`src/rtl/ryc_pkg.sv`:
```
`default_nettype none

package ryc_pkg;

    // Line geometry
    localparam int MAX_WIDTH    = 4096;
    localparam int LINE_ENTRIES = (MAX_WIDTH + 1) / 2;
    localparam int COL_W        = (MAX_WIDTH > 1) ? $clog2(MAX_WIDTH) : 1;
    localparam int IDX_W        = (LINE_ENTRIES > 1) ? $clog2(LINE_ENTRIES) : 1;

    // Pixel and result widths
    localparam int PIX_W     = 8;
    localparam int CH_W      = 16;
    localparam int SUM_W     = 2 * CH_W;

    // Matrix arithmetic
    localparam int NUM_CH     = 3;
    localparam int COEF_W     = 16;
    localparam int COEF_ROW_W = NUM_CH * COEF_W;
    localparam int OFF_W      = 18;
    localparam int DEPTH_W    = 4;
    localparam int FRAC_W     = 8;
    localparam int PROD_W     = COEF_W + 2 * PIX_W + 1;
    localparam int ACC_W      = PROD_W + 2;
    // bits kept after the shifts: 16 result bits plus two for the quarter
    localparam int TAP_W      = CH_W + 2;

    // Configuration port
    localparam int CFG_IDX_W  = 3;
    localparam int CFG_DATA_W = COEF_ROW_W;

    localparam logic [COEF_ROW_W-1:0] COEF_LUMA_RST = 48'h0000_0000_0100;
    localparam logic [COEF_ROW_W-1:0] COEF_CB_RST   = 48'h0000_0100_0000;
    localparam logic [COEF_ROW_W-1:0] COEF_CR_RST   = 48'h0100_0000_0000;
    localparam logic [DEPTH_W-1:0]    DEPTH_RST     = 4'd6;

    typedef enum logic [CFG_IDX_W-1:0] {
        REG_COEF_LUMA   = 3'd0,
        REG_COEF_CB     = 3'd1,
        REG_COEF_CR     = 3'd2,
        REG_OFFSET_LUMA = 3'd3,
        REG_OFFSET_CB   = 3'd4,
        REG_OFFSET_CR   = 3'd5,
        REG_DEPTH_SHIFT = 3'd6,
        REG_SUBSAMPLE   = 3'd7
    } t_cfg_reg;

    typedef struct packed {
        logic [COEF_ROW_W-1:0]   coef_luma;
        logic [COEF_ROW_W-1:0]   coef_cb;
        logic [COEF_ROW_W-1:0]   coef_cr;
        logic signed [OFF_W-1:0] off_luma;
        logic signed [OFF_W-1:0] off_cb;
        logic signed [OFF_W-1:0] off_cr;
        logic [DEPTH_W-1:0]      depth_shift;
        logic                    subsample_420;
    } t_cfg;

    // Per-item chroma control, decided at input transfer
    typedef struct packed {
        logic [IDX_W-1:0] idx;
        logic             clear_sum;
        logic             emit;
        logic             mode420;
    } t_item_ctl;

endpackage

`default_nettype wire

```
`src/rtl/ryc_row.sv`:
```
`default_nettype none

// One matrix row: three registered products, then offset add and shifts.
module ryc_row import ryc_pkg::*; (
    input  wire logic                          i_clk,
    input  wire logic                          i_load,
    input  wire logic [NUM_CH-1:0][PIX_W-1:0]  i_pix,
    input  wire logic [COEF_ROW_W-1:0]         i_coef,
    input  wire logic signed [OFF_W-1:0]       i_offset,
    input  wire logic [DEPTH_W-1:0]            i_depth,
    output logic      [TAP_W-1:0]              o_value
);

    logic signed [PROD_W-1:0] r_prod [NUM_CH];
    logic signed [PROD_W-1:0] n_prod [NUM_CH];
    logic signed [ACC_W-1:0]  acc;
    logic signed [ACC_W-1:0]  shifted;

    // channel widened by 0x101 (byte repeated), times signed 8.8 coefficient
    always_comb begin
        logic signed [PROD_W-1:0] c_ext;
        logic signed [PROD_W-1:0] x_ext;
        for (int k = 0; k < NUM_CH; k++) begin
            c_ext     = PROD_W'(signed'(i_coef[k*COEF_W +: COEF_W]));
            x_ext     = PROD_W'(signed'({1'b0, i_pix[k], i_pix[k]}));
            n_prod[k] = c_ext * x_ext;
        end
    end

    always_ff @(posedge i_clk) begin
        if (i_load) begin
            r_prod <= n_prod;
        end
    end

    // offset in output units sits above the fraction bits
    always_comb begin
        acc = (ACC_W'(i_offset) <<< FRAC_W)
            + ACC_W'(r_prod[0]) + ACC_W'(r_prod[1]) + ACC_W'(r_prod[2]);
        shifted = (acc >>> FRAC_W) >>> i_depth;
    end

    assign o_value = shifted[TAP_W-1:0];

endmodule

`default_nettype wire

```
`config.mk`:
```
export PLATFORM = sky130hd
export DESIGN_NAME = ryc_row
export DESIGN_NICKNAME = d
export VERILOG_FILES = /design/src/rtl/ryc_pkg.sv /design/src/rtl/ryc_row.sv
export SDC_FILE = /design/constraint.sdc
export NUM_CORES = 2
export LEC_CHECK = 0
export ABC_AREA = 1
export BUFFER_PORTS_ARGS = -buffer_cell sky130_fd_sc_hd__buf_2
export CELL_PAD_IN_SITES_DETAIL_PLACEMENT = 1
export CELL_PAD_IN_SITES_GLOBAL_PLACEMENT = 1
export CORE_UTILIZATION = 54
export DETAILED_ROUTE_END_ITERATION = 16
export PLACE_DENSITY = 0.95
export REMOVE_ABC_BUFFERS = 1
export SLEW_MARGIN = 20
export SYNTH_ARGS = -nofsm -noshare
export SYNTH_HDL_FRONTEND = slang
export SYNTH_SLANG_ARGS = --single-unit
```
`constraint.sdc`:
```
create_clock -name i_clk -period 12.95 [get_ports i_clk]
set_clock_uncertainty 0.05 [all_clocks]
set_input_delay 1.295 -clock i_clk [delete_from_list [all_inputs] [get_ports i_clk]]
set_output_delay 1.295 -clock i_clk [all_outputs]
set_load 0.02 [all_outputs]
```
# [Word level (Yosys, flattened, before mapping)]
# Index checks and enable logic that the tools add are counted.
[totals] wordCells=10 reg_bits=99 in_bits=96
[classes] shifts=1 add_sub_neg=3 mul=3
[ops] op="16-bit by 17-bit multiplier with 33-bit output" n=3
[ops] op="34-bit by 33-bit adder with 35-bit output" n=1
[ops] op="35-bit by 33-bit adder with 35-bit output" n=1
[ops] op="26-bit by 33-bit adder with 34-bit output" n=1
[ops] op="27-bit by 4-bit >>> shifter with 18-bit output" n=1

# [Longest topological paths before layout]
[depth] ltp_word=4 ltp_mapped=28 mapped_depth_nobuf=26

# [Least setup slack after synthesis]
# Ideal clock, no wire load.
[synth_timing] kind="input to register" from="in i_pix[5] in the netlist's numbering" to="reg r_prod[98] in the netlist's numbering, data pin" path_buffers=2 t_required_ns=12.635 path_slack_ns=6.007 t_arrival_ns=6.628 stages=24 cell_sequence="clkbuf_1 > clkbuf_1 > nand2_1 > fa_1 > inv_1 > fa_1 > inv_1 > fa_1 > inv_1 > fa_1 > fa_1 > inv_1 > fa_1 > inv_1 > ha_1 > nand2_1 > inv_1 > a221oi_1 > o21ai_0 > nand2_1 > nand3_1 > a21oi_1 > o21ai_0 > xor2_1"
[synth_rtl] item="start, declared" line_no="ryc_row.sv:7" source="input wire logic [NUM_CH-1:0][PIX_W-1:0] i_pix,"
[synth_rtl] item="end signal, assigned" line_no="ryc_row.sv:32" source="r_prod <= n_prod;"
[synth_rtl] item="end, declared" line_no="ryc_row.sv:14" source="logic signed [PROD_W-1:0] r_prod [NUM_CH];"

==> impl_metrics.tcl <==
set metrics [dict create \
    crit_top_cell "fa_1" \
    yosysTopAreaCell "fa_1" \
    synth_warnings 0 \
    critical_path_class "primary input to register" \
    cts_sinks 99 \
    final-seq-area_sq_um 2973 \
    cp_slowest_cell "fa_1" \
    maxCapViolCount 0 \
    grt_pass1_vias 29443 \
    end_kind "register" \
    postCtsSetupBuffers 0 \
    cts_buffers 9 \
    port_buffers 113 \
    cts_resized 0 \
    synthTopCellsByArea "fa_1 (36%), ha_1 (17%), inv_1 (12%)" \
    fp.dieW_microns 235.8 \
    die_y_microns 235.8 \
    route.vias.total 25795 \
    grt_setup_unrepaired "false" \
    num-fill-cells 6572 \
    synth_cells 3549 \
    io_pins 114 \
    yosysMostFrequentCell "inv_1" \
    first_pass_iters 5 \
    wl_per_cell_microns 25.75 \
    hold_violations 0 \
    grt_overflow_total 0 \
    ys_seq_area_frac 0.1007 \
    cts_tree "built" \
    cts-root-buf "clkbuf_16" \
    clk_pin_slew_ns 0.08 \
    final_layout_size_suffix_gt1_frac 0.04528 \
    ant_nets 0 \
    coreArea_sq_um 53920 \
    start_kind "primary input" \
    drt-initial-drc-count 2494 \
    grt_usage 0.4026 \
    cpLargestDelayFamily "adder cells" \
    post-route-period-util 0.5758 \
    cts-hold-fix-buffers 0 \
    worst_ep_required_time_ns 13.03 \
    largest_reg_flops 99 \
    yosysTopAreaCellShare 0.3560 \
    drcViolationCount 0 \
    initial_core_util 0.5475 \
    hp-class "primary input to register" \
    path_cells "buf_2, clkinv_1, or2_2, fa_1, fa_1, inv_1, fa_1, fa_1, fa_1, inv_1, fa_1, inv_1, ha_1, nand2_1, nor2_1, inv_1, nor3_1, nand3_1, nand3_1, nand3_1, nand2_1, nand4_1, nand2_1, xnor2_1" \
    antenna_found_initial 7 \
    path_buf_inv 6 \
    clock.fmax_mhz 134.1 \
    synthFlopType "edfxtp_1" \
    arrival_ns 7.54 \
    area_growth_pct 4.548 \
    tightestPinTransition_ns 1.170 \
    htreeDepth 3 \
    synth-seq-cells 99 \
    rows 85 \
    regMostFlops "r_prod" \
    syn_area_per_cell_sq_um 8.318 \
    clk_path_buf_depth 2 \
    dpl.hpwl_microns 93230 \
    min_period_ns 7.457 \
    final_nets 4595 \
    grt_max_degree 84 \
    status "complete, no violations" \
    setup_viol 0 \
    synth_common_cells "inv_1 (958), nand2_1 (719), fa_1 (525)" \
    multi_input_area_sq_um 22490 \
    grt_pass1_wl_microns 169100 \
    slew_violations 0 \
    relSlewSlack 0.2197 \
    synth.cell_area_sq_um 29520 \
    routed_wirelength_microns 110200 \
    async_flop_share 0 \
    viasPerCell 6.024 \
    synth_cell_types 44 \
    die_area_sq_um 55600 \
    slowest_delay_ns 0.55 \
    crit_fanout 9 \
    finalSetupTns_ns 0 \
    synth_edf_count 99 \
    gp_congestion 0.9541 \
    reg_top3 "r_prod: 99 flops" \
]
per-stage QoR:
stage,setup slack (ns),utilization,hold WS [ns],instance area [sq um],cells
final,5.493,0.5724,1.284,30860,4282
after global routing,5.352,0.5723,1.276,30860,4281
after global placement,5.814,0.5662,1.665,30530,4258
after detailed placement,5.349,0.5662,1.672,30530,4258
after floorplan,6.436,-,1.358,29080,3448
after CTS,5.702,0.5720,1.278,30840,4274
metal layers:
layer / GRT usage / routed length (microns)
met1: 0.4577 / 38500
met3: 0.07197 / 8992
met4: 0.2951 / 9720
met5: 0 / 0
met2: 0.6823 / 53030
path summary, 6_finish.rpt:
kind,startpoint,endpoint,cells past startpoint
max,i_coef[47],r_prod[32],24
min,i_load,r_prod[98],1
cells in the final DEF (no fill, tap or decap), drive strengths merged, types with 2 or more instances in the layout:
| master | count |
|---|---|
| or2 | 11 |
| and2 | 3 |
| a211oi | 4 |
| o211ai | 6 |
| and3 | 2 |
| edfxtp | 99 |
| fa | 525 |
| nor4 | 6 |
| diode | 8 |
| clkbuf | 9 |
| nand3b | 2 |
| clkinv | 8 |
| xnor2 | 45 |
| buf | 114 |
| nor2 | 109 |
| a21o | 11 |
| o2111ai | 2 |
| nand2 | 721 |
| o21bai | 15 |
| nor3 | 13 |
| o31ai | 2 |
| ha | 401 |
| o21a | 6 |
| xor2 | 67 |
| a21oi | 142 |
| inv | 962 |
| o21ai | 79 |
| nand3 | 179 |
| a31oi | 11 |
| nand4 | 15 |
| a21boi | 5 |
layout make-up:
type / count / area share
multi-input cells: 2385 / 0.7288
diodes: 8 / 0.0006487
well taps: 696 / 0.02822
flip-flops and latches: 99 / 0.09633
clock inverters: 7 / 0.002797
clock buffers: 9 / 0.007297
inverters: 964 / 0.1172
repair buffers: 114 / 0.01865
cells by family (layout without fill, tap and decap cells):
group | count (synthesis) | after routing | share of synthesized area
buffers and inverters | 1065 | 1094 | 0.1373
AO/OA/AOI/OAI | 286 | 286 | 0.05514
other | 0 | 8 | 0
XOR/XNOR | 112 | 112 | 0.03323
AND/OR/NAND/NOR | 1061 | 1061 | 0.1476
flip-flops | 99 | 99 | 0.1007
adder cells (fa/ha/maj) | 926 | 926 | 0.5260
Power is not shown: default switching activity piles up to over one toggle a cycle in this logic, so the estimate is an artifact.
